===== config.mk =====
export PLATFORM = sky130hd
export DESIGN_NAME = char_class_range_normalizer_top_flat
export DESIGN_NICKNAME = d
export VERILOG_FILES = /design/src/hw/rtl/ccrn_pkg.sv /design/src/hw/rtl/ccrn_if.sv /design/src/hw/rtl/ccrn_ctrl.sv /design/src/hw/rtl/ccrn_dp.sv /design/src/hw/rtl/char_class_range_normalizer_top.sv /design/src/flat_wrapper.sv
export SDC_FILE = /design/constraint.sdc
export NUM_CORES = 2
export LEC_CHECK = 0
export ABC_AREA = 0
export ABC_CLOCK_PERIOD_IN_PS = 6700
export BUFFER_PORTS_ARGS = -buffer_cell sky130_fd_sc_hd__buf_4
export CAP_MARGIN = 15
export CORE_ASPECT_RATIO = 0.9
export CORE_MARGIN = 2
export CORE_UTILIZATION = 40
export CTS_CLUSTER_DIAMETER = 60
export DETAILED_ROUTE_END_ITERATION = 16
export PLACE_DENSITY_LB_ADDON = 0.3
export SLEW_MARGIN = 10
export SYNTH_ARGS = -nofsm -noshare
export SYNTH_HDL_FRONTEND = slang
export SYNTH_SLANG_ARGS = --single-unit

===== constraint.sdc =====
create_clock -name clk -period 6.7 [get_ports clk]
set_clock_uncertainty 0.2 [all_clocks]
set_input_delay 0.335 -clock clk [delete_from_list [all_inputs] [get_ports clk]]
set_output_delay 0.335 -clock clk [all_outputs]
set_load 0.03 [all_outputs]

===== src/hw/rtl/ccrn_pkg.sv =====
package ccrn_pkg;

	typedef struct packed {
		logic ins;
		logic scan_step;
		logic close_last;
		logic tail;
		logic empty;
		logic flush;
	} cmd_t;

	typedef struct packed {
		logic cnt_zero;
		logic close_need;
		logic tail_need;
		logic pend_v;
		logic slot_ok;
		logic out_free;
	} sts_t;

endpackage


===== src/hw/rtl/ccrn_if.sv =====
interface ccrn_in_if;
	logic        valid;
	logic        ready;
	logic [15:0] range_low;
	logic [15:0] range_high;
	logic        negate_class;
	logic        last_range;

	modport source (output valid, range_low, range_high, negate_class, last_range,
		input ready);
	modport sink (input valid, range_low, range_high, negate_class, last_range,
		output ready);
endinterface

interface ccrn_out_if;
	logic        valid;
	logic        ready;
	logic [15:0] out_low;
	logic [15:0] out_high;
	logic        out_last;
	logic        out_empty;
	logic        out_overflow;

	modport source (output valid, out_low, out_high, out_last, out_empty, out_overflow,
		input ready);
	modport sink (input valid, out_low, out_high, out_last, out_empty, out_overflow,
		output ready);
endinterface


===== src/hw/rtl/ccrn_ctrl.sv =====
module ccrn_ctrl import ccrn_pkg::*; (
	input  logic clk,
	input  logic arst_n,
	input  logic in_valid,
	input  logic in_last,
	output logic in_ready,
	input  sts_t sts,
	output cmd_t cmd
);

	localparam logic [2:0] ST_LOAD  = 3'd0;
	localparam logic [2:0] ST_SCAN  = 3'd1;
	localparam logic [2:0] ST_TAIL  = 3'd2;
	localparam logic [2:0] ST_EMPTY = 3'd3;
	localparam logic [2:0] ST_FLUSH = 3'd4;

	logic [2:0] state_q;
	logic [2:0] state_d;

	always_comb begin
		state_d  = state_q;
		cmd      = '0;
		in_ready = 1'b0;
		unique case (state_q)
			ST_LOAD: begin
				in_ready = 1'b1;
				cmd.ins  = in_valid;
				if (in_valid && in_last) begin
					state_d = ST_SCAN;
				end
			end
			ST_SCAN: begin
				if (!sts.close_need || sts.slot_ok) begin
					if (sts.cnt_zero) begin
						cmd.close_last = 1'b1;
						state_d        = ST_TAIL;
					end else begin
						cmd.scan_step = 1'b1;
					end
				end
			end
			ST_TAIL: begin
				if (!sts.tail_need || sts.slot_ok) begin
					cmd.tail = 1'b1;
					state_d  = ST_EMPTY;
				end
			end
			ST_EMPTY: begin
				cmd.empty = !sts.pend_v;
				state_d   = ST_FLUSH;
			end
			ST_FLUSH: begin
				if (sts.out_free) begin
					cmd.flush = 1'b1;
					state_d   = ST_LOAD;
				end
			end
			default: begin
				state_d = ST_LOAD;
			end
		endcase
	end

	always_ff @(posedge clk or negedge arst_n) begin
		if (!arst_n) begin
			state_q <= ST_LOAD;
		end else begin
			state_q <= state_d;
		end
	end

endmodule


===== src/hw/rtl/ccrn_dp.sv =====
module ccrn_dp import ccrn_pkg::*; #(
	parameter int MAX_RANGES = 32,
	parameter int CODE_MAX   = 65535
) (
	input  logic        clk,
	input  logic        arst_n,
	input  logic [15:0] range_low,
	input  logic [15:0] range_high,
	input  logic        negate_class,
	input  logic        last_range,
	input  cmd_t        cmd,
	output sts_t        sts,
	output logic        out_valid,
	input  logic        out_ready,
	output logic [15:0] out_low,
	output logic [15:0] out_high,
	output logic        out_last,
	output logic        out_empty,
	output logic        out_overflow
);

	localparam int              CNT_W    = $clog2(MAX_RANGES + 1);
	localparam logic [15:0]      CODE_TOP = 16'(CODE_MAX);
	localparam logic [CNT_W-1:0] CNT_FULL = CNT_W'(MAX_RANGES);

	logic [15:0]           row_s_q [MAX_RANGES];
	logic [15:0]           row_e_q [MAX_RANGES];
	logic [MAX_RANGES-1:0] take;

	logic [CNT_W-1:0] cnt_q;
	logic             ovf_q;
	logic             neg_q;
	logic             run_v_q;
	logic [15:0]      cur_s_q;
	logic [15:0]      cur_e_q;
	logic [16:0]      pos_q;

	logic        pend_v_q;
	logic [15:0] pend_lo_q;
	logic [15:0] pend_hi_q;
	logic        pend_empty_q;

	logic        out_v_q;
	logic [15:0] out_lo_q;
	logic [15:0] out_hi_q;
	logic        out_last_q;
	logic        out_empty_q;
	logic        out_ovf_q;

	logic [15:0] lo_c;
	logic [15:0] hi_c;
	logic [15:0] ins_s;
	logic [15:0] ins_e;
	logic        room;
	logic        cnt_zero;
	logic        merge;
	logic        close_need;
	logic        tail_need;
	logic        out_free;
	logic        emit_do;
	logic [15:0] emit_lo;
	logic [15:0] emit_hi;
	logic        emit_empty;

	// saturate, then order the pair
	assign lo_c  = (range_low > CODE_TOP) ? CODE_TOP : range_low;
	assign hi_c  = (range_high > CODE_TOP) ? CODE_TOP : range_high;
	assign ins_s = (lo_c > hi_c) ? hi_c : lo_c;
	assign ins_e = (lo_c > hi_c) ? lo_c : hi_c;
	assign room  = cnt_q < CNT_FULL;

	always_comb begin
		for (int i = 0; i < MAX_RANGES; i++) begin
			take[i] = (CNT_W'(i) >= cnt_q) || (row_s_q[i] > ins_s);
		end
	end

	for (genvar i = 0; i < MAX_RANGES; i++) begin : g_cell
		logic [15:0] left_s;
		logic [15:0] left_e;
		logic [15:0] right_s;
		logic [15:0] right_e;

		if (i == 0) begin : g_head
			assign left_s = ins_s;
			assign left_e = ins_e;
		end else begin : g_body
			assign left_s = take[i-1] ? row_s_q[i-1] : ins_s;
			assign left_e = take[i-1] ? row_e_q[i-1] : ins_e;
		end

		if (i < MAX_RANGES - 1) begin : g_next
			assign right_s = row_s_q[i+1];
			assign right_e = row_e_q[i+1];
		end else begin : g_end
			assign right_s = row_s_q[i];
			assign right_e = row_e_q[i];
		end

		always_ff @(posedge clk) begin
			if (cmd.ins && room && take[i]) begin
				row_s_q[i] <= left_s;
				row_e_q[i] <= left_e;
			end else if (cmd.scan_step) begin
				row_s_q[i] <= right_s;
				row_e_q[i] <= right_e;
			end
		end
	end

	assign cnt_zero   = cnt_q == '0;
	assign merge      = {1'b0, row_s_q[0]} <= ({1'b0, cur_e_q} + 17'd1);
	assign close_need = run_v_q && (cnt_zero || !merge)
		&& (!neg_q || ({1'b0, cur_s_q} > pos_q));
	assign tail_need  = neg_q && (pos_q <= {1'b0, CODE_TOP});
	assign out_free   = !out_v_q || out_ready;
	assign emit_do    = ((cmd.scan_step || cmd.close_last) && close_need)
		|| (cmd.tail && tail_need) || cmd.empty;

	always_comb begin
		emit_empty = 1'b0;
		if (cmd.empty) begin
			emit_lo    = '0;
			emit_hi    = '0;
			emit_empty = 1'b1;
		end else if (cmd.tail) begin
			emit_lo = pos_q[15:0];
			emit_hi = CODE_TOP;
		end else if (neg_q) begin
			emit_lo = pos_q[15:0];
			emit_hi = cur_s_q - 16'd1;
		end else begin
			emit_lo = cur_s_q;
			emit_hi = cur_e_q;
		end
	end

	assign sts.cnt_zero   = cnt_zero;
	assign sts.close_need = close_need;
	assign sts.tail_need  = tail_need;
	assign sts.pend_v     = pend_v_q;
	assign sts.slot_ok    = !pend_v_q || out_free;
	assign sts.out_free   = out_free;

	always_ff @(posedge clk or negedge arst_n) begin
		if (!arst_n) begin
			cnt_q    <= '0;
			ovf_q    <= 1'b0;
			neg_q    <= 1'b0;
			run_v_q  <= 1'b0;
			pos_q    <= '0;
			pend_v_q <= 1'b0;
			out_v_q  <= 1'b0;
		end else begin
			if (cmd.ins) begin
				if (room) begin
					cnt_q <= cnt_q + CNT_W'(1);
				end else begin
					ovf_q <= 1'b1;
				end
				if (last_range) begin
					neg_q <= negate_class;
				end
			end
			if (cmd.scan_step) begin
				cnt_q <= cnt_q - CNT_W'(1);
				if (!run_v_q) begin
					run_v_q <= 1'b1;
				end else if (!merge) begin
					pos_q <= {1'b0, cur_e_q} + 17'd1;
				end
			end
			if (cmd.close_last) begin
				pos_q   <= {1'b0, cur_e_q} + 17'd1;
				run_v_q <= 1'b0;
			end
			if (emit_do) begin
				pend_v_q <= 1'b1;
			end
			if (cmd.flush) begin
				pend_v_q <= 1'b0;
				ovf_q    <= 1'b0;
				pos_q    <= '0;
			end
			if (cmd.flush || (emit_do && pend_v_q)) begin
				out_v_q <= 1'b1;
			end else if (out_ready) begin
				out_v_q <= 1'b0;
			end
		end
	end

	always_ff @(posedge clk) begin
		if (cmd.scan_step) begin
			if (!run_v_q || !merge) begin
				cur_s_q <= row_s_q[0];
				cur_e_q <= row_e_q[0];
			end else if (row_e_q[0] > cur_e_q) begin
				cur_e_q <= row_e_q[0];
			end
		end
		if (emit_do) begin
			pend_lo_q    <= emit_lo;
			pend_hi_q    <= emit_hi;
			pend_empty_q <= emit_empty;
		end
		if (cmd.flush || (emit_do && pend_v_q)) begin
			out_lo_q    <= pend_lo_q;
			out_hi_q    <= pend_hi_q;
			out_empty_q <= pend_empty_q;
			out_last_q  <= cmd.flush;
			out_ovf_q   <= ovf_q;
		end
	end

	assign out_valid    = out_v_q;
	assign out_low      = out_lo_q;
	assign out_high     = out_hi_q;
	assign out_last     = out_last_q;
	assign out_empty    = out_empty_q;
	assign out_overflow = out_ovf_q;

endmodule


===== src/hw/rtl/char_class_range_normalizer_top.sv =====
// channel  | dir | modport | word
// rng_in   | in  | sink    | range_low, range_high, negate_class, last_range
// rng_out  | out | source  | out_low, out_high, out_last, out_empty, out_overflow
//
// Loading takes one word per cycle, each word sorted into the range row on entry.
// After the last word the sweep reads the n stored ranges (up to MAX_RANGES), one per cycle
// unless rng_out stalls; tail, empty and flush steps follow before rng_in.ready rises again.
// Each result waits in a pending register until the next one is made, so the final one
// can carry out_last.
// A stalled rng_out holds the sweep whenever a new word needs the output register.
// Reset clears the controller, fill count and flags; the range row is not cleared.
module char_class_range_normalizer_top import ccrn_pkg::*; #(
	parameter int MAX_RANGES = 32,
	parameter int CODE_MAX   = 65535
) (
	input logic              clk,
	input logic              arst_n,
	ccrn_in_if.sink          rng_in,
	ccrn_out_if.source       rng_out
);

	cmd_t cmd;
	sts_t sts;

	ccrn_ctrl u_ctrl (
		.clk      (clk),
		.arst_n   (arst_n),
		.in_valid (rng_in.valid),
		.in_last  (rng_in.last_range),
		.in_ready (rng_in.ready),
		.sts      (sts),
		.cmd      (cmd)
	);

	ccrn_dp #(
		.MAX_RANGES (MAX_RANGES),
		.CODE_MAX   (CODE_MAX)
	) u_dp (
		.clk          (clk),
		.arst_n       (arst_n),
		.range_low    (rng_in.range_low),
		.range_high   (rng_in.range_high),
		.negate_class (rng_in.negate_class),
		.last_range   (rng_in.last_range),
		.cmd          (cmd),
		.sts          (sts),
		.out_valid    (rng_out.valid),
		.out_ready    (rng_out.ready),
		.out_low      (rng_out.out_low),
		.out_high     (rng_out.out_high),
		.out_last     (rng_out.out_last),
		.out_empty    (rng_out.out_empty),
		.out_overflow (rng_out.out_overflow)
	);

endmodule


===== src/flat_wrapper.sv =====
// flat-port wrapper written by rule: the top's interface ports become plain ports
module char_class_range_normalizer_top_flat import ccrn_pkg::*;
#(
	parameter int MAX_RANGES = 32,
	parameter int CODE_MAX   = 65535
)
  (clk, arst_n, rng_in_valid, rng_in_range_low, rng_in_range_high, rng_in_negate_class, rng_in_last_range, rng_in_ready, rng_out_valid, rng_out_out_low, rng_out_out_high, rng_out_out_last, rng_out_out_empty, rng_out_out_overflow, rng_out_ready);
  ccrn_in_if rng_in_i ();
  ccrn_out_if rng_out_i ();
  input logic clk;
  input logic arst_n;
  input wire logic [$bits(rng_in_i.valid)-1:0] rng_in_valid;
  input wire logic [$bits(rng_in_i.range_low)-1:0] rng_in_range_low;
  input wire logic [$bits(rng_in_i.range_high)-1:0] rng_in_range_high;
  input wire logic [$bits(rng_in_i.negate_class)-1:0] rng_in_negate_class;
  input wire logic [$bits(rng_in_i.last_range)-1:0] rng_in_last_range;
  output wire logic [$bits(rng_in_i.ready)-1:0] rng_in_ready;
  output wire logic [$bits(rng_out_i.valid)-1:0] rng_out_valid;
  output wire logic [$bits(rng_out_i.out_low)-1:0] rng_out_out_low;
  output wire logic [$bits(rng_out_i.out_high)-1:0] rng_out_out_high;
  output wire logic [$bits(rng_out_i.out_last)-1:0] rng_out_out_last;
  output wire logic [$bits(rng_out_i.out_empty)-1:0] rng_out_out_empty;
  output wire logic [$bits(rng_out_i.out_overflow)-1:0] rng_out_out_overflow;
  input wire logic [$bits(rng_out_i.ready)-1:0] rng_out_ready;
  assign rng_in_i.valid = rng_in_valid;
  assign rng_in_i.range_low = rng_in_range_low;
  assign rng_in_i.range_high = rng_in_range_high;
  assign rng_in_i.negate_class = rng_in_negate_class;
  assign rng_in_i.last_range = rng_in_last_range;
  assign rng_in_ready = rng_in_i.ready;
  assign rng_out_valid = rng_out_i.valid;
  assign rng_out_out_low = rng_out_i.out_low;
  assign rng_out_out_high = rng_out_i.out_high;
  assign rng_out_out_last = rng_out_i.out_last;
  assign rng_out_out_empty = rng_out_i.out_empty;
  assign rng_out_out_overflow = rng_out_i.out_overflow;
  assign rng_out_i.ready = rng_out_ready;
  char_class_range_normalizer_top #(.MAX_RANGES(MAX_RANGES), .CODE_MAX(CODE_MAX)) u_core (.clk(clk), .arst_n(arst_n), .rng_in(rng_in_i), .rng_out(rng_out_i));
endmodule

# Yosys cells after proc, flatten, opt, wreduce, memory -nomap -nowiden
# Memories as Yosys holds them, arrays and structs flattened.
# Index checks and enable logic that the tools add are counted.
[classes] bitwise=64 mul=0 div=0 add_sub_neg=4 n_eq_ne=11 mux=300 n_reduce_logical=108 magnitude_cmp=72 n_shift=0
[ops] op="2-to-1 mux 16 bit" n=136
[ops] op="> comparator 16 bit" n=34
[ops] op="2-to-1 mux 1 bit" n=148
[ops] op=">= comparator 5 x 6 -> 1 bit (first input constant)" n=16
[ops] op="2-to-1 mux 17 bit" n=5
[ops] op="OR 1 bit" n=64
[ops] op=">= comparator 4 x 6 -> 1 bit (first input constant)" n=8
[ops] op="logical OR 1 bit" n=43
[ops] op="logical AND 1 bit" n=40
[ops] op="> comparator 16 bit (second input constant)" n=2
[ops] op=">= comparator 3 x 6 -> 1 bit (first input constant)" n=4
[ops] op="2-to-1 mux 6 bit" n=3
[ops] op="adder 16 x 1 -> 17 bit (second input constant)" n=1
[ops] op="> comparator 16 x 17 -> 1 bit" n=1
[ops] op="<= comparator 16 x 17 -> 1 bit" n=1
[ops] op="<= comparator 17 x 16 -> 1 bit (second input constant)" n=1
[ops] op="subtractor 16 x 1 -> 16 bit (second input constant)" n=1
[ops] op="2-to-1 mux 3 bit" n=5
[ops] op="case mux 3 bit (5 select lines)" n=1
[ops] op="nonzero test 2 bit" n=7
[ops] op=">= comparator 1 x 6 -> 1 bit (first input constant)" n=2
[ops] op=">= comparator 2 x 6 -> 1 bit (first input constant)" n=2
[ops] op="inequality test 2 bit (second input constant)" n=6
[ops] op="AND reduction 2 bit" n=5
[ops] op="14 further kinds" n=23
[totals] ram_bits=1024 mem_count=2 elab_cells=579 latch_bits=0 regBits=131 romBits=0 inputBits=38
[memory_table] memory="u_core.u_dp.row_e_q" depth=32 width=16 read_ports=32 rd_ports_with_merged_regs=0 write_ports=32 line="ccrn_dp.sv:27" text="logic [15:0] row_e_q [MAX_RANGES];"
[memory_table] memory="u_core.u_dp.row_s_q" depth=32 width=16 read_ports=32 rd_ports_with_merged_regs=0 write_ports=32 line="ccrn_dp.sv:26" text="logic [15:0] row_s_q [MAX_RANGES];"

# Logic depth before layout (Yosys ltp)
[logic_depth] depth_word=17 mapped_depth=20

# Hierarchy
# From an unflattened synthesis, not the netlist that was laid out.
[unflattened] cells_unflattened=6162 hier_area_um2=74998.2
[modules_own_cells] mod="ccrn_dp" cells_per_inst=6135 area_each_um2=74778.0 n_inst=1
[modules_own_cells] mod="ccrn_ctrl" cells_per_inst=27 area_each_um2=220.2 n_inst=1

# Least setup slack after synthesis
# No wires, ideal clock.
[synth_path] path_type="input-to-reg" from="input rng_in_range_high[1]" to="memory u_core.u_dp.row_e_q[11][0], in the netlist u_core.u_dp.row_e_q[0][176] (enable)" path_stages=19 arrival_ns=6.946 path_slack_ns=-0.911 t_required_ns=6.034 cell_sequence="inv_1 ha_1 nor2b_1 o211ai_1 a2111o_1 a31oi_1 buf_2 mux2_2 clkbuf_1 inv_1 ha_1 nand2_1 or4_1 a211oi_1 o31ai_1 and2_1 clkbuf_1 buf_1 o21ai_0"
[synth_lines] element="start, declared" line="flat_wrapper.sv:14" text="input wire logic [$bits(rng_in_i.range_high)-1:0] rng_in_range_high;"
[synth_lines] element="end, declared" line="ccrn_dp.sv:27"

# Worst setup path in the final report
[layout_path] from="register u_core.u_dp.cur_e_q[0]" to="register u_core.u_dp.cnt_q[4]"
[layout_via] elab_chain_len=12 elab_cells_between_ends=14
[layout_lines] element="start, declared" line="ccrn_dp.sv:35" text="logic [15:0] cur_e_q;"
[layout_lines] element="start signal, assigned" line="ccrn_dp.sv:197" text="cur_e_q <= row_e_q[0];"
[layout_lines] element="start signal, assigned" line="ccrn_dp.sv:199" text="cur_e_q <= row_e_q[0];"
[layout_lines] element="adder 16 x 1 -> 17 bit (*)" line="ccrn_dp.sv:112" text="assign merge = {1'b0, row_s_q[0]} <= ({1'b0, cur_e_q} + 17'd1);"
[layout_lines] element="<= comparator 16 x 17 -> 1 bit (*)" line="ccrn_dp.sv:112"
[layout_lines] element="logical NOT 1 bit (*)" line="ccrn_dp.sv:113" text="assign close_need = run_v_q && (cnt_zero || !merge)"
[layout_lines] element="logical OR 1 bit (*)" line="ccrn_dp.sv:113"
[layout_lines] element="logical AND 1 bit (*)" line="ccrn_dp.sv:113"
[layout_lines] element="logical AND 1 bit (*)" line="ccrn_dp.sv:114" text="&& (!neg_q || ({1'b0, cur_s_q} > pos_q));"
[layout_lines] element="logical NOT 1 bit (*)" line="ccrn_ctrl.sv:33" text="if (!sts.close_need || sts.slot_ok) begin"
[layout_lines] element="logical OR 1 bit (*)" line="ccrn_ctrl.sv:33"
[layout_lines] element="2-to-1 mux 2 bit (*)" line="ccrn_ctrl.sv:33"
[layout_lines] element="2-to-1 mux 2 bit (*)" line="ccrn_ctrl.sv:24" text="unique case (state_q)"
[layout_lines] element="nonzero test 2 bit (no source line)"
[layout_lines] element="AND reduction 2 bit (no source line)"
[layout_lines] element="end signal, assigned" line="ccrn_dp.sv:157" text="cnt_q <= cnt_q + CNT_W'(1);"
[layout_lines] element="end signal, assigned" line="ccrn_dp.sv:166" text="cnt_q <= cnt_q - CNT_W'(1);"
[layout_lines] element="end, declared" line="ccrn_dp.sv:30" text="logic [CNT_W-1:0] cnt_q;"
# Mark *: on every way between the ends. The rest lies on a longest branch, timed or not.
# A chain may end at the register's enable or synchronous reset.

==> results.ini <==
[outcome]
outcome=finished clean

[critical_path]
path_max_fanout=38
slowest_stage=a311o_2
cp-start-kind=flip-flop
cp_num_cells=15
worstPathArrival_ns=5.99
path_delay_family=compound AO/OA/AOI/OAI gates
cp.required_ns=7.15
critPathKind=reg -> reg
max_stage_delay_ns=0.72
r2r_cells=15
end_kind=flip-flop
path_cells=ha_1, nand4_1, or2_2, nor3_1, xnor2_1, ha_1, nand4_1, o221ai_1, a21oi_1, o22ai_1, a311o_2, buf_4, buf_4, a22oi_1, xor2_1
cp_num_buf_inv=2

[grt]
overflow=0
grt_max_degree=252
grt_pass1_wl_um=352000
grt_pass1_vias=53100
antenna_found_initial=6
grt.total_usage_pct=25.9

[yosys]
yosysWarnings=0
async_reset_ff_share_pct=2.68
synth.distinct_cells=76
synth_nets=7366
syn_avg_cell_area_um2=10.5
synth_edf_count=1124
synth_cells=6762
ys_ff_latch=1155
syn_area_mm2=0.0709
synthFlopType=edfxtp_1
seq_area_frac_synth_pct=48.7

[clock_tree]
ctsResizeCount=0
clk_latency_ns=0.81
numCtsBuffers=138
cts.clk_slew.worst_paths_ns=0.06
clock-sinks=1155
htreeDepth=4
cts_tree=done
cts_setup_buffers=0
cts_root_buf=clkbuf_16
cts_max_path_buffers=3

[floorplan]
io_pins=75
die_area_mm2=0.181
fp.dieW_um=448
start_util_pct=40.3
rows=146
core_area_mm2=0.176
die_y_um=404

[place]
place_area_mm2=0.0750
hpwl_um=169000
globalplace.congestion=0.953
dp_cells=8930
port_buffers=74

[detailed_routing]
ant_nets=0
wl_um=239000
routed-via-count=55900
drtPass1Iterations=6
post_drt_wl_per_cell_um=26.0
vias_per_cell=6.08
drt_iter0_markers=7203
post-route-drc-count=0

[timing]
setup_tns_ns=0
fin_crit_sh_pct=82.7
rsz0062_at_grt=false
timing.fmax_mhz=180
slew_violations=0
tightest_slew_ns=1.24
hold_viol=0
setup_viol=0
hold_ws_ns=0.164
slew_headroom_pct=17.6
period_needed_ns=5.54

[cells_and_area]
final_cell_area_mm2=0.0796
area_growth_pct=12.2
mostFrequentLayoutCell=edfxtp_1
nets=7316
drive_above_1_share_pct=9.45
most-common-layout-cells=1124 x edfxtp_1, 1009 x nand2_1, 865 x mux2i_1
fin_cells=9195

[power]
leakage_nw=33.7
power_frac_seq_pct=37.3
finalPower_mw=49.5
p_clk_share_pct=15.3
p_comb_share_pct=47.4
switching_share_pct=44.0
ir_worst_vdd_mv=0.352
cellPowerDensity_mw_per_mm2=622
p_int_mw=27.7
p_sw_mw=21.7

[hold_path]
hold_path_depth=4
hold_path.class=in -> reg

[job]
drv_cap=0

==> repair_timing <==
item,CTS,global route
endpoints found under the setup margin,0,0
hold buffers,8,0
hold endpoints to repair,36,0
==> cells by family after synthesis <==
family / after synthesis / synth area share [%]
AND/OR/NAND/NOR: 1765 / 10.6
AO/OA/AOI/OAI: 1697 / 13.6
flip-flops: 1155 / 48.7
multiplexers: 930 / 13.2
buffers and inverters: 623 / 3.60
adder cells (fa/ha/maj): 566 / 9.98
XOR/XNOR: 26 / 0.321
==> worst reg2reg max path, delay by kind of cell, from the launching register on <==
| kind | cells | cell delay (ns) |
|---|---|---|
| AOI/OAI and AO/OA | 5 | 1.81 |
| adders and majority gates | 2 | 0.60 |
| DFF | 1 | 0.54 |
| xor gates and xnor gates | 2 | 0.35 |
| buffers and inverters | 2 | 0.88 |
| and+or+nand+nor | 4 | 1.03 |
==> power groups by stage <==
stage / Clock, mW / Sequential, mW / Combinational, mW
6_report: 7.58 / 18.4 / 23.5
5_1_grt: 7.93 / 18.6 / 25.9
4_1_cts: 7.66 / 18.2 / 23.2
3_5_place_dp: 0 / 18.3 / 23.1
3_3_place_gp: 0 / 18.3 / 22.4
2_1_floorplan: 0 / 16.4 / 16.7
==> synthesized netlist by cell type (all sizes together), types with 12 or more instances <==
cell type	count	area, µm²
a31oi	15	100
edfxtp	1124	33800
o211ai	25	188
nand2	1010	3790
a211oi	26	195
o21a	56	420
nor2	301	1130
xnor2	20	175
a2111oi	13	114
o31ai	140	1050
nor4	12	81.3
a21o	41	308
or3	12	75.1
a21oi	461	2310
ha	566	7080
mux2i	865	8660
mux2	65	732
nor3	175	881
nand4	87	544
o21ai	834	4170
nand3	71	355
or4	12	90.1
nand2b	15	93.8
inv	135	507
dfrtp	31	776
buf	142	746
a211o	17	149
clkbuf	346	1300
nor2b	30	188
==> layer usage <==
layer  global-route usage, %  vias to the layer above  part of all wire (%)
li1                        -                    25100                     -
met1                    38.3                    27400                    44
met2                    36.9                     2869                    42
met3                    5.72                      492                    11
met4                    8.78                        4                   3.5
met5                       0                        -                 0.011
==> final cells by class <==
cell class | count | area, µm²
antenna | 3 | 7.51
clock buffer | 178 | 3700
clock inverter | 74 | 748
fill | 16400 | 96500
inverter | 135 | 507
multi-input combinational | 4984 | 34300
sequential | 1155 | 34500
tap | 2368 | 2960
timing repair buffer | 298 | 2870
==> state kept, by name, indices dropped and copies added, names as in the netlist, 16 cells and up <==
register	flops
u_core.u_dp.row_s_q	512
u_core.u_dp.pend_lo_q	16
u_core.u_dp.out_high	16
u_core.u_dp.row_e_q	512
u_core.u_dp.cur_s_q	16
u_core.u_dp.cur_e_q	16
u_core.u_dp.pend_hi_q	16
u_core.u_dp.out_low	16
u_core.u_dp.pos_q	17
==> worst paths after layout <==
path                                           from                   endpoint  slack (ns)
max                          u_core.u_dp.cur_e_q[0]       u_core.u_dp.cnt_q[4]        1.16
max in group asynchronous                    arst_n      u_core.u_dp.out_valid        5.64
min reg2reg                u_core.u_dp.pend_hi_q[7]    u_core.u_dp.out_high[7]        0.21
max reg2reg                  u_core.u_dp.cur_e_q[0]       u_core.u_dp.cnt_q[4]        1.16
min                             rng_in_range_low[5]  u_core.u_dp.row_s_q[0][5]        0.16
min in group asynchronous                    arst_n       u_core.u_dp.cnt_q[5]        0.43
==> stage by stage <==
stage          worst slack [ns]  utilization [%]
3_3_place_gp              0.789             42.6
4_1_cts                    1.24             45.2
5_1_grt                   0.918             45.2
6_report                   1.16             45.2
3_5_place_dp              0.623             42.6
2_1_floorplan            -0.388                -
Power figures use the tool's default switching activity.
